==> config.mk <==
export PLATFORM = sky130hd
export DESIGN_NAME = keyboard_chord_detector
export DESIGN_NICKNAME = d
export VERILOG_FILES = /design/src/rtl/kcd_pkg.sv /design/src/rtl/keyboard_chord_detector.sv
export SDC_FILE = /design/constraint.sdc
export NUM_CORES = 1
export LEC_CHECK = 0
export BUFFER_PORTS_ARGS = -buffer_cell sky130_fd_sc_hd__buf_2
export CORE_MARGIN = 2
export CORE_UTILIZATION = 30
export CTS_BUF_LIST = sky130_fd_sc_hd__clkbuf_4
export DETAILED_ROUTE_END_ITERATION = 16
export GPL_ROUTABILITY_DRIVEN = 0
export MAX_ROUTING_LAYER = met4
export PLACE_DENSITY = 0.53
export RECOVER_POWER = 100
export SETUP_SLACK_MARGIN = 0.02
export SYNTH_ARGS = -nofsm -noshare
export SYNTH_HDL_FRONTEND = slang
export SYNTH_SLANG_ARGS = --single-unit
export TNS_END_PERCENT = 10
==> constraint.sdc <==
create_clock -name clk -period 2.7 [get_ports clk]
set_input_delay 0.405 -clock clk [delete_from_list [all_inputs] [get_ports clk]]
set_output_delay 0.405 -clock clk [all_outputs]
set_load 0.02 [all_outputs]
==> src/rtl/kcd_pkg.sv <==
// kcd_pkg: shared constants and types for the keyboard chord detector
// set-1 scancodes, action codes and counter width; no dependencies
`timescale 1ns / 1ps

package kcd_pkg;

  // width of the saturating near-miss counter (1 to 32)
  localparam int MISS_COUNT_WIDTH = 16;
  // width of the near_miss_count result field
  localparam int NEAR_MISS_WIDTH = 16;

  // set-1 scancodes of interest
  localparam logic [7:0] SC_PREFIX      = 8'hE0;
  localparam logic [7:0] SC_RCTRL_MAKE  = 8'h1D;
  localparam logic [7:0] SC_RCTRL_BREAK = 8'h9D;
  localparam logic [7:0] SC_RALT_MAKE   = 8'h38;
  localparam logic [7:0] SC_RALT_BREAK  = 8'hB8;
  localparam logic [7:0] SC_LEFT_MAKE   = 8'h4B;
  localparam logic [7:0] SC_RIGHT_MAKE  = 8'h4D;
  localparam logic [7:0] SC_PRT_FIRST   = 8'h2A;
  localparam logic [7:0] SC_PRT_SECOND  = 8'h37;
  localparam logic [7:0] SC_SYSRQ_MAKE  = 8'h54;
  localparam logic [7:0] SC_SYSRQ_BREAK = 8'hD4;
  localparam logic [7:0] SC_D_MAKE      = 8'h20;
  localparam logic [7:0] SC_ESC_MAKE    = 8'h01;
  localparam logic [7:0] SC_DIGIT1_MAKE = 8'h02;
  localparam logic [7:0] SC_DIGIT9_MAKE = 8'h0A;

  // chord actions
  typedef enum logic [2:0] {
    ACT_NONE   = 3'd0,
    ACT_PREV   = 3'd1,
    ACT_NEXT   = 3'd2,
    ACT_SHOT   = 3'd3,
    ACT_TOGGLE = 3'd4,
    ACT_RETURN = 3'd5,
    ACT_JUMP   = 3'd6
  } action_t;

endpackage

==> src/rtl/keyboard_chord_detector.sv <==
// keyboard_chord_detector: decodes a set-1 scancode stream into chord actions
// input register, combinational decode and flag update, result register; uses kcd_pkg
`timescale 1ns / 1ps
//
//  channel  | signals                                  | direction
//  ---------+------------------------------------------+----------
//  input    | in_valid, in_ready, scancode             | in
//  result   | out_valid, out_ready, action, target_vm, | out
//           | near_miss_count                          |
//
// one request accepted per cycle while the result is not stalled, one result per request
// an accepted request passes through the input register and then the result register
// the decode and flag update run combinationally between the two registers
// a stalled result holds; one more request is still taken into the input register
// rst is synchronous and clears flags, counter and both valid bits

module keyboard_chord_detector (
  input  logic                                  clk,
  input  logic                                  rst,
  input  logic                                  in_valid,
  output logic                                  in_ready,
  input  logic [7:0]                            scancode,
  output logic                                  out_valid,
  input  logic                                  out_ready,
  output logic [2:0]                            action,
  output logic [3:0]                            target_vm,
  output logic [kcd_pkg::NEAR_MISS_WIDTH-1:0]   near_miss_count
);
  import kcd_pkg::*;

  // input register
  logic       in_reg_valid;
  logic [7:0] in_code;

  // decoder state
  logic                        extended_pending;
  logic                        right_ctrl_down;
  logic                        right_alt_down;
  logic                        print_half_seen;
  logic [MISS_COUNT_WIDTH-1:0] miss_counter;

  logic                        extended_pending_next;
  logic                        right_ctrl_down_next;
  logic                        right_alt_down_next;
  logic                        print_half_seen_next;
  logic [MISS_COUNT_WIDTH-1:0] miss_counter_next;
  action_t                     action_next;
  logic [3:0]                  target_vm_next;

  logic       chord;
  logic       miss;
  logic       advance;
  logic [3:0] vm_wide;

  // result register
  action_t                     action_reg;
  logic [3:0]                  vm_reg;
  logic [MISS_COUNT_WIDTH-1:0] count_reg;

  // handshake: move the input register forward when the result register is free
  assign advance  = in_reg_valid && (!out_valid || out_ready);
  assign in_ready = !in_reg_valid || advance;

  // input register
  always_ff @(posedge clk) begin
    if (rst) begin
      in_reg_valid <= 1'b0;
    end else if (in_ready) begin
      in_reg_valid <= in_valid;
    end
    if (in_valid && in_ready) begin
      in_code <= scancode;
    end
  end

  // digit to vm number: 0x02..0x0A maps to 1..9
  assign vm_wide = in_code[3:0] - 4'd1;
  assign chord   = right_ctrl_down && right_alt_down;

  // decode and next flags
  always_comb begin
    extended_pending_next = 1'b0;
    right_ctrl_down_next  = right_ctrl_down;
    right_alt_down_next   = right_alt_down;
    print_half_seen_next  = 1'b0;
    action_next           = ACT_NONE;
    target_vm_next        = 4'd0;
    miss                  = 1'b0;

    if (in_code == SC_PREFIX) begin
      // prefix arms the next byte, partial print match is kept
      extended_pending_next = 1'b1;
      print_half_seen_next  = print_half_seen;
    end else if (extended_pending) begin
      print_half_seen_next = print_half_seen;
      case (in_code)
        SC_RCTRL_MAKE:  right_ctrl_down_next = 1'b1;
        SC_RCTRL_BREAK: right_ctrl_down_next = 1'b0;
        SC_RALT_MAKE:   right_alt_down_next  = 1'b1;
        SC_RALT_BREAK:  right_alt_down_next  = 1'b0;
        // arrow keys keep the partial print match
        SC_LEFT_MAKE: begin
          if (chord) action_next = ACT_PREV;
        end
        SC_RIGHT_MAKE: begin
          if (chord) action_next = ACT_NEXT;
        end
        SC_PRT_FIRST:   print_half_seen_next = 1'b1;
        SC_PRT_SECOND: begin
          print_half_seen_next = 1'b0;
          if (print_half_seen) begin
            if (chord) action_next = ACT_SHOT;
            else miss = 1'b1;
          end
        end
        default:        print_half_seen_next = 1'b0;
      endcase
    end else begin
      // plain byte
      if (in_code == SC_D_MAKE) begin
        if (chord) action_next = ACT_TOGGLE;
      end else if (in_code == SC_SYSRQ_MAKE) begin
        if (chord) action_next = ACT_SHOT;
        else miss = 1'b1;
      end else if (in_code == SC_ESC_MAKE) begin
        if (chord) action_next = ACT_RETURN;
      end else if (chord && (in_code inside {[SC_DIGIT1_MAKE:SC_DIGIT9_MAKE]})) begin
        action_next    = ACT_JUMP;
        target_vm_next = vm_wide;
      end
    end
  end

  // saturating near-miss counter
  always_comb begin
    miss_counter_next = miss_counter;
    if (miss && (miss_counter != '1)) begin
      miss_counter_next = miss_counter + MISS_COUNT_WIDTH'(1);
    end
  end

  // decoder state
  always_ff @(posedge clk) begin
    if (rst) begin
      extended_pending <= 1'b0;
      right_ctrl_down  <= 1'b0;
      right_alt_down   <= 1'b0;
      print_half_seen  <= 1'b0;
      miss_counter     <= '0;
    end else if (advance) begin
      extended_pending <= extended_pending_next;
      right_ctrl_down  <= right_ctrl_down_next;
      right_alt_down   <= right_alt_down_next;
      print_half_seen  <= print_half_seen_next;
      miss_counter     <= miss_counter_next;
    end
  end

  // result register
  always_ff @(posedge clk) begin
    if (rst) begin
      out_valid <= 1'b0;
    end else if (!out_valid || out_ready) begin
      out_valid <= in_reg_valid;
    end
    if (advance) begin
      action_reg <= action_next;
      vm_reg     <= target_vm_next;
      count_reg  <= miss_counter_next;
    end
  end

  assign action          = action_reg;
  assign target_vm       = vm_reg;
  assign near_miss_count = NEAR_MISS_WIDTH'(count_reg);

endmodule

==> qor.csv, run 1 <==
stage,metric,value,unit
status,status,finished clean,
clocking,clock-sinks,53,
clocking,clk_path_buf_depth,2,
worst_setup_path,worstPathMaxFanout,12,
die,dieWidth,98.7,µm
yosys,yosysMostFrequentCell,edfxtp_1,
layout,nFillCells,870,
die,rows,34,
timing,fin_hold_ws,0.202,ns
placement,place_area,2980,µm²
worst_setup_path,crit_arrival,2.48,ns
routing,drt.antenna.violating_nets,0,
worst_setup_path,cp_num_buf_inv,1,
clocking,post_cts_buffers,0,
yosys,synth_area_per_cell,10.1,µm²
yosys,synth_area_leaders,"edfxtp_1, dfxtp_1, nor2_1, a21oi_1, xor2_1",
placement,portBuffers,36,
timing,clock_skew,0.00879,ns
layout,stdcell_count,410,
layout,antenna_cells,0,
yosys,synth_area_leader_cell,edfxtp_1,
worst_setup_path,crit_type,register to register,
yosys,yosysSeqAreaShare,51.0,%
power_and_ir_drop,p_leak,1.04,nW
die,die_area,9740,µm²
min_path,hp-class,primary input to register,
yosys,synth_nets,283,
timing,layout_min_cycle_time,2.36,ns
global_routing,grt_remaining_overflow,0,
timing,fin_tns_setup,0,ns
yosys,ys_ff_latch,53,
routing,drc,0,
layout,final_design_area_no_fill,3020,µm²
layout,final_nets,318,
die,pin_count,37,
placement,placed_cells,402,
timing,setup_ws,0.344,ns
global_routing,grt_max_degree,27,
die,fp.dieH,98.7,µm
global_routing,grt_pass1_wl,8.99,mm
timing,hold_viol_final,0,
layout,seqCellArea,1370,µm²
yosys,syn-instance-count,266,
layout,utilization,34.7,%
clocking,clk_pin_slew,0.15,ns
clocking,numCtsBuffers,5,
power_and_ir_drop,p_per_area,480,nW/µm²
worst_setup_path,cpPeakStageDelay,0.49,ns
routing,vias,2037,
global_routing,grt.total_usage,11.5,%
clocking,h-tree-depth,2,
worst_setup_path,end_kind,register,
worst_setup_path,worst_ep_required_time,2.82,ns
global_routing,grt_pass1_vias,1849,
placement,dpl.hpwl,3.80,mm
routing,drt_iter0_drc,70,
clocking,cts.repair.resized,0,
clocking,cts_tree,done,
clocking,clock_latency,0.36,ns
yosys,yosysWarnings,0,
yosys,syn_area,2690,µm²
timing,period_share,87.3,%
yosys,synth_top_flop_cell,edfxtp_1,
routing,first_pass_iters,4,
die,core,8720,µm²
timing,relSlewSlack,64.7,%
power_and_ir_drop,total_power,1.45,mW
timing,tightest_slew,0.529,ns
timing,timing.fmax,424,MHz
yosys,synthTopCellsByCount,"edfxtp_1, nor2_1, dfxtp_1, a21oi_1, o21ai_0",
worst_setup_path,path_cells,"inv_1, ha_1, nand4b_1, o22ai_1, nand3_1, nor3_1, xor2_1",
worst_setup_path,startpoint_type,register,
clocking,postCtsHoldBufs,0,
routing,wl_per_cell,13.3,µm
power_and_ir_drop,peakVddDrop,0.000259,V
yosys,yosys.cell_types.count,42,
yosys,synthArstFlopShare,0,%
timing,maxSlewViolCount,0,
routing,vias_per_cell,4.97,
flow_run,maxCapViolCount,0,
layout,drive_above_1_share,9.27,%
timing,rsz0062_at_grt,false,
worst_setup_path,critical-path-top-delay-family,simple AND/OR/NAND/NOR gates,
layout,syn_to_final_growth,12.4,%
global_routing,antenna_found_initial,0,
routing,routed_wl,5.46,mm
placement,post-place-ws,0.442,ns
clocking,root_buffer,clkbuf_4,
yosys,synth_top_area_share,34.6,%
yosys,synth_edf_count,31,
timing,setup_viol,0,
die,start_util,30.8,%
layout,multi_input_area,1240,µm²
worst_setup_path,cp_slowest_cell,edfxtp_1,
-- metal layers --
metal	vias up	share of wire, %	global-route usage, %
met3	4	3.3	2.06
met4	0	1.2	3.48
met2	35	45	17.8
li1	1042	-	-
met5	-	0	-
met1	956	51	15.5
-- layout make-up --
cell class	count	area share (%)
sequential	53	45.4
multi-input combinational	196	41.1
timing repair buffer	38	5.42
tap	108	4.47
clock buffer	6	1.49
clock inverter	2	1.28
inverter	7	0.869
-- cell usage in the layout, fill, tap and decap left out, types with 4 or more instances in the layout --
master,netlist,routed
a21oi_1,21,21
and3_1,7,7
buf_2,4,11
clkbuf_1,6,25
clkbuf_4,0,6
dfxtp_1,22,22
edfxtp_1,31,31
ha_1,5,5
inv_1,6,7
mux2i_1,4,4
nand2_1,12,12
nand2b_1,7,7
nand3_1,9,9
nand4_1,6,6
nand4b_1,6,6
nor2_1,30,30
nor2b_1,8,8
nor3_1,10,10
o21ai_0,13,13
or3_1,10,10
or4_1,4,4
xnor2_1,5,5
xor2_1,10,10
-- report_power, final --
group          internal (mW)  switching (mW)  total, mW
Combinational         0.0282          0.0629     0.0911
Sequential             0.878          0.0175      0.895
Clock                  0.208           0.257      0.465
Total                   1.11           0.337       1.45
-- cell families (layout without fill, tap and decap cells) --
logic type | Yosys count | count (layout) | share of synthesized area (%)
DFF | 53 | 53 | 51.0
and+or+nand+nor | 121 | 121 | 26.0
adders and majority gates | 5 | 5 | 2.33
xor gates and xnor gates | 15 | 15 | 4.89
AOI/OAI and AO/OA | 47 | 47 | 10.1
muxes | 8 | 8 | 3.16
buffers and inverters | 17 | 53 | 2.56
-- final timing paths --
check | from | endpoint | slack, ns | depth (start not counted)
max | in_code[1] | near_miss_count[9] | 0.34 | 7
min | scancode[4] | in_code[4] | 0.20 | 1
max reg2reg | in_code[1] | near_miss_count[9] | 0.34 | 7
min reg2reg | miss_counter[11] | miss_counter[11] | 0.51 | 2
-- worst reg2reg max path, delay by kind of cell, from the launching register on --
kind / cells / cell delay (ns)
compound gates: 1 / 0.23
xor+xnor: 1 / 0.10
fa+ha+maj: 1 / 0.23
buf+inv: 1 / 0.13
flops: 1 / 0.49
simple gates: 3 / 0.94
No activity file was read; power rests on OpenSTA's default activity.
==> run 2: changes to the inputs <==
Settings changed: REMOVE_ABC_BUFFERS from default to 1.
==> qor.csv, run 2 (synthesis gave the netlist of run 1 again) <==
stage,metric,value,unit,change
global_routing,grt_max_degree,27,,unchanged
layout,antenna_cells,0,,unchanged
layout,utilization,34.4,%,-0.29 points
timing,fin_tns_setup,0,ns,unchanged
worst_setup_path,critical-path-top-delay-family,simple AND/OR/NAND/NOR gates,,
timing,tightest_slew,0.550,ns,+0.0211 ns
routing,drc,0,,unchanged
layout,layout_commonest_cell,edfxtp_1,,
layout,syn_to_final_growth,11.5,%,
timing,layout_min_cycle_time,2.29,ns,-0.0633 ns
min_path,hold_end,in_code[0],,
power_and_ir_drop,combPwrFrac,6.8,%,+0.5 points
die,dieWidth,98.7,µm,unchanged
timing,relSlewSlack,63.3,%,-1.3 points
placement,placed_cells,402,,unchanged
global_routing,antenna_found_initial,0,,unchanged
clocking,postCtsHoldBufs,0,,unchanged
power_and_ir_drop,pwr-share-clk,26.5,%,-5.5 points
power_and_ir_drop,total_power,1.34,mW,-7.5%
clocking,clk_pin_slew,0.15,ns,about the same
clocking,cts_tree,done,,
status,status,finished clean,,
routing,wl_per_cell,13.2,µm,-0.92%
worst_setup_path,path_cells,"inv_1, ha_1, nand4b_1, o22ai_2, nand3_1, nor3_1, xor2_1",,
clocking,h-tree-depth,2,,unchanged
power_and_ir_drop,internal-power,1.02,mW,-8.8%
clocking,root_buffer,clkbuf_4,,
worst_setup_path,worst_ep_required_time,2.83,ns,about the same
min_path,hp-start,scancode[0],,
worst_setup_path,worstPathMaxFanout,12,,unchanged
worst_setup_path,crit_arrival,2.43,ns,-0.05 ns
worst_setup_path,end_kind,register,,
global_routing,grt.total_usage,12.3,%,+0.77 points
worst_setup_path,cp_slowest_cell,edfxtp_1,,
die,fp.dieH,98.7,µm,unchanged
die,start_util,30.8,%,unchanged
routing,first_pass_iters,4,,unchanged
timing,hold_viol_final,0,,unchanged
worst_setup_path,rrSetupSlack,0.41,ns,+0.06 ns
worst_setup_path,reg2regPathDepth,7,,unchanged
placement,dpl.hpwl,3.74,mm,-1.5%
worst_setup_path,crit_type,register to register,,
global_routing,grt_pass1_vias,1995,,+7.9%
routing,vias,2045,,+0.39%
timing,rsz0062_at_grt,false,,
global_routing,grt_remaining_overflow,0,,unchanged
global_routing,grt_pass1_wl,9.56,mm,+6.3%
worst_setup_path,reg2reg_to,near_miss_count[6],,
routing,routed_wl,5.41,mm,-0.92%
min_path,hp-class,primary input to register,,
worst_setup_path,r2r_start,in_code[1],,
placement,portBuffers,36,,unchanged
clocking,post_cts_buffers,0,,unchanged
die,core,8720,µm²,unchanged
power_and_ir_drop,power_frac_seq,66.7,%,+5.0 points
power_and_ir_drop,swShare,24.3,%,+1.1 points
routing,drt.antenna.violating_nets,0,,unchanged
layout,final_cell_mix,"edfxtp_1, nor2_1, clkbuf_1",,
layout,final_nets,318,,unchanged
timing,clock_skew,0.0138,ns,+0.00497 ns
clocking,cts.repair.resized,0,,unchanged
worst_setup_path,cpPeakStageDelay,0.49,ns,about the same
power_and_ir_drop,p_sw,326,µW,-3.2%
routing,drt_iter0_drc,99,,+41%
layout,drive_above_1_share,9.60,%,+0.33 points
worst_setup_path,cp_num_buf_inv,1,,unchanged
power_and_ir_drop,p_per_area,448,nW/µm²,-6.7%
clocking,numCtsBuffers,5,,unchanged
clocking,clock_latency,0.37,ns,about the same
die,rows,34,,unchanged
timing,timing.fmax,436,MHz,+2.8%
die,pin_count,37,,unchanged
clocking,clk_path_buf_depth,2,,unchanged
timing,maxSlewViolCount,0,,unchanged
die,die_area,9740,µm²,unchanged
timing,setup_viol,0,,unchanged
min_path,whs_path_depth,1,,unchanged
layout,nFillCells,890,,+2.3%
power_and_ir_drop,p_leak,1.03,nW,-0.97%
power_and_ir_drop,peakVddDrop,0.000157,V,-39%
layout,stdcell_count,410,,unchanged
timing,period_share,84.9,%,-2.3 points
clocking,clock-sinks,53,,unchanged
flow_run,maxCapViolCount,0,,unchanged
routing,vias_per_cell,4.99,,+0.39%
worst_setup_path,startpoint_type,register,,
==> run 2: worst max-delay path by stage <==
stage,cells past startpoint,to,from,slack [ns]
final,7,near_miss_count[6],in_code[1],0.41
after global routing,7,near_miss_count[6],in_code[1],0.09
after CTS,7,near_miss_count[6],in_code[1],0.38
after detailed placement,7,near_miss_count[6],in_code[1],0.39
after global placement,7,near_miss_count[6],in_code[1],0.46
after floorplan,6,miss_counter[0],out_valid,0.38
==> run 2: through the flow <==
stage	hold slack (ns)	cell area [µm²]	worst slack [ns]
after floorplan	0.459	2650	0.380
after global placement	0.476	2980	0.463
after detailed placement	0.480	2980	0.393
after CTS	0.190	3030	0.381
after global routing	0.164	3000	0.0939
final	0.205	3000	0.407
==> run 2: layer usage <==
layer	GRT usage, %	up-vias	wire, µm
li1	-	1040	-
met1	16.1	964	2650
met2	19.6	34	2480
met3	2.34	7	193
met4	3.48	0	76
met5	-	-	0
==> run 2: power by group through the flow <==
stage / clock, mW / combinational (mW) / sequential (mW)
detailed placement: 0 / 0.0983 / 0.913
global placement: 0 / 0.0974 / 0.913
finish: 0.355 / 0.0919 / 0.895
floorplan: 0 / 0.0363 / 0.931
CTS: 0.374 / 0.0991 / 0.895
global route: 0.412 / 0.102 / 0.899
==> run 2: final cells by class <==
class / instances / area [µm²] / area share [%]
Clock inverter: 2 / 10.0 / 0.334
Tap cell: 108 / 135 / 4.51
Multi-Input combinational cell: 196 / 1250 / 41.7
Clock buffer: 6 / 45.0 / 1.50
Sequential cell: 53 / 1370 / 45.7
Timing Repair Buffer: 38 / 161 / 5.38
Inverter: 7 / 26.3 / 0.876
==> run 3: changes to the inputs <==
Settings changed: PLACE_DENSITY 0.53 to 0.55.
Clock period 2.7 ns to 2 ns, I/O delays scaled along.
==> qor.csv, run 3 (synthesis gave the netlist of run 1 again) <==
stage,metric,value,unit,change
layout,nFillCells,858,,-3.6%
clocking,numCtsBuffers,5,,unchanged
clocking,h-tree-depth,2,,unchanged
status,violations,negative setup slack,,
global_routing,grt_pass1_vias,2166,,+8.6%
die,start_util,30.8,%,unchanged
worst_setup_path,critical-path-top-delay-family,simple AND/OR/NAND/NOR gates,,
layout,stdcell_count,453,,+10%
worst_setup_path,worst_ep_required_time,2.32,ns,-0.51 ns
global_routing,grt.total_usage,13.3,%,+1.0 points
die,core,8720,µm²,unchanged
routing,first_pass_iters,5,,+1
flow_run,maxCapViolCount,0,,unchanged
placement,dpl.hpwl,4.35,mm,+16%
worst_setup_path,startpoint_type,register,,
layout,antenna_cells,0,,unchanged
power_and_ir_drop,peakVddDrop,0.000227,V,+44%
routing,drc,0,,unchanged
worst_setup_path,cpPeakStageDelay,0.41,ns,-0.08 ns
timing,relSlewSlack,61.6,%,-1.8 points
clocking,clk_path_buf_depth,2,,unchanged
die,rows,34,,unchanged
power_and_ir_drop,p_per_area,533,nW/µm²,+19%
timing,rsz0062_at_grt,true,,
worst_setup_path,crit_type,register to register,,
clocking,root_buffer,clkbuf_4,,
layout,syn_to_final_growth,28.4,%,
routing,drt.antenna.violating_nets,0,,unchanged
timing,setup_ws,-0.0345,ns,-0.441 ns
placement,post-place-ws,-0.0543,ns,-0.448 ns
clocking,clock_latency,0.38,ns,about the same
die,dieWidth,98.7,µm,unchanged
placement,placed_cells,439,,+9.2%
clocking,clk_pin_slew,0.14,ns,about the same
worst_setup_path,path_cells,"buf_4, ha_4, nand4b_1, o22ai_2, nand4_1, buf_6, or4_4, a21oi_2",,
timing,setup_viol,4,,+4
routing,wl_per_cell,14.0,µm,+5.8%
worst_setup_path,end_kind,register,,
die,die_area,9740,µm²,unchanged
die,fp.dieH,98.7,µm,unchanged
timing,timing.fmax,492,MHz,+13%
routing,routed_wl,6.32,mm,+17%
routing,vias,2245,,+9.8%
layout,layout_commonest_cell,buf_4,,
die,pin_count,37,,unchanged
layout,final_cell_mix,"buf_4, edfxtp_1, clkbuf_1",,
timing,layout_min_cycle_time,2.03,ns,-0.259 ns
worst_setup_path,worstPathMaxFanout,6,,-6
clocking,postCtsHoldBufs,0,,unchanged
timing,maxSlewViolCount,0,,unchanged
timing,hold_viol_final,0,,unchanged
timing,clock_skew,0.0188,ns,+0.00500 ns
clocking,cts_tree,done,,
routing,drt_iter0_drc,119,,+20%
timing,tightest_slew,0.576,ns,+0.0266 ns
status,status,"complete, but fails checks",,
power_and_ir_drop,p_leak,1.25,nW,+21%
layout,final_nets,361,,+14%
min_path,hp-class,primary input to register,,
global_routing,grt_max_degree,25,,-7.4%
worst_setup_path,crit_arrival,2.35,ns,-0.08 ns
global_routing,grt_remaining_overflow,0,,unchanged
clocking,clock-sinks,53,,unchanged
global_routing,antenna_found_initial,0,,unchanged
worst_setup_path,cp_slowest_cell,edfxtp_1,,
placement,portBuffers,36,,unchanged
routing,vias_per_cell,4.96,,-0.64%
worst_setup_path,cp_num_buf_inv,2,,+1
global_routing,grt_pass1_wl,10.3,mm,+8.1%
layout,drive_above_1_share,29.0,%,+19 points
timing,period_share,102,%,+17 points
-- run 3: what timing repair did --
item | CTS | global route
cloned | 0 | 2
pin swaps | 3 | 12
gates resized for setup | 12 | 29
endpoints found under the setup margin | 23 | 35
buffers inserted | 1 | 3
-- run 3: metrics by stage --
stage               util, %  TNS (ns)  power (mW)  hold slack [ns]  area [µm²]
finish                 39.6   -0.0782        1.84           0.0978        3450
global route           39.6     -2.96        1.91           0.0681        3450
CTS                    38.6         0        1.86           0.0755        3360
detailed placement     37.3    -0.219        1.38            0.478        3250
global placement       37.3         0        1.38            0.475        3250
floorplan                 -     -2.85        1.31            0.369        2650
-- run 3: cell type report --
| cell class | instances | area (µm²) | share of cell area [%] |
|---|---|---|---|
| Clock inverter | 3 | 17.5 | 0.507 |
| Multi-Input combinational cell | 196 | 1380 | 39.9 |
| Timing Repair Buffer | 81 | 487 | 14.1 |
| Tap cell | 108 | 135 | 3.91 |
| Sequential cell | 53 | 1370 | 39.8 |
| Clock buffer | 5 | 37.5 | 1.09 |
| Inverter | 7 | 26.3 | 0.761 |
-- run 3: report_power, final --
part	switching [mW]	total [mW]	internal, mW
clock	0.339	0.472	0.133
sequential	0.0170	1.20	1.19
combinational	0.104	0.165	0.0616
-- run 3: path summary, 6_finish.rpt --
check / from / to / slack (ns) / cells after the start
max: in_code[0] / miss_counter[9] / -0.03 / 8
min: scancode[1] / in_code[1] / 0.1 / 1
max reg2reg: in_code[0] / miss_counter[9] / -0.03 / 8
min reg2reg: right_alt_down / right_alt_down / 0.52 / 2
-- run 3: routing by layer --
metal	vias to the layer above	part of all wire (%)	routed length, µm	global-route usage, %
met4	0	1.4	87	3.48
met3	7	3.8	239	2.13
li1	1131	-	-	-
met1	1067	49	3090	18.0
met5	-	0	0	-
met2	40	46	2900	21.0
-- run 3: worst reg2reg max path, delay by kind of cell, from the launching register on --
| kind | cells | cell delay [ns] |
|---|---|---|
| buf+inv | 2 | 0.34 |
| fa+ha+maj | 1 | 0.13 |
| compound gates | 2 | 0.35 |
| simple gates | 3 | 0.76 |
| flops | 1 | 0.41 |
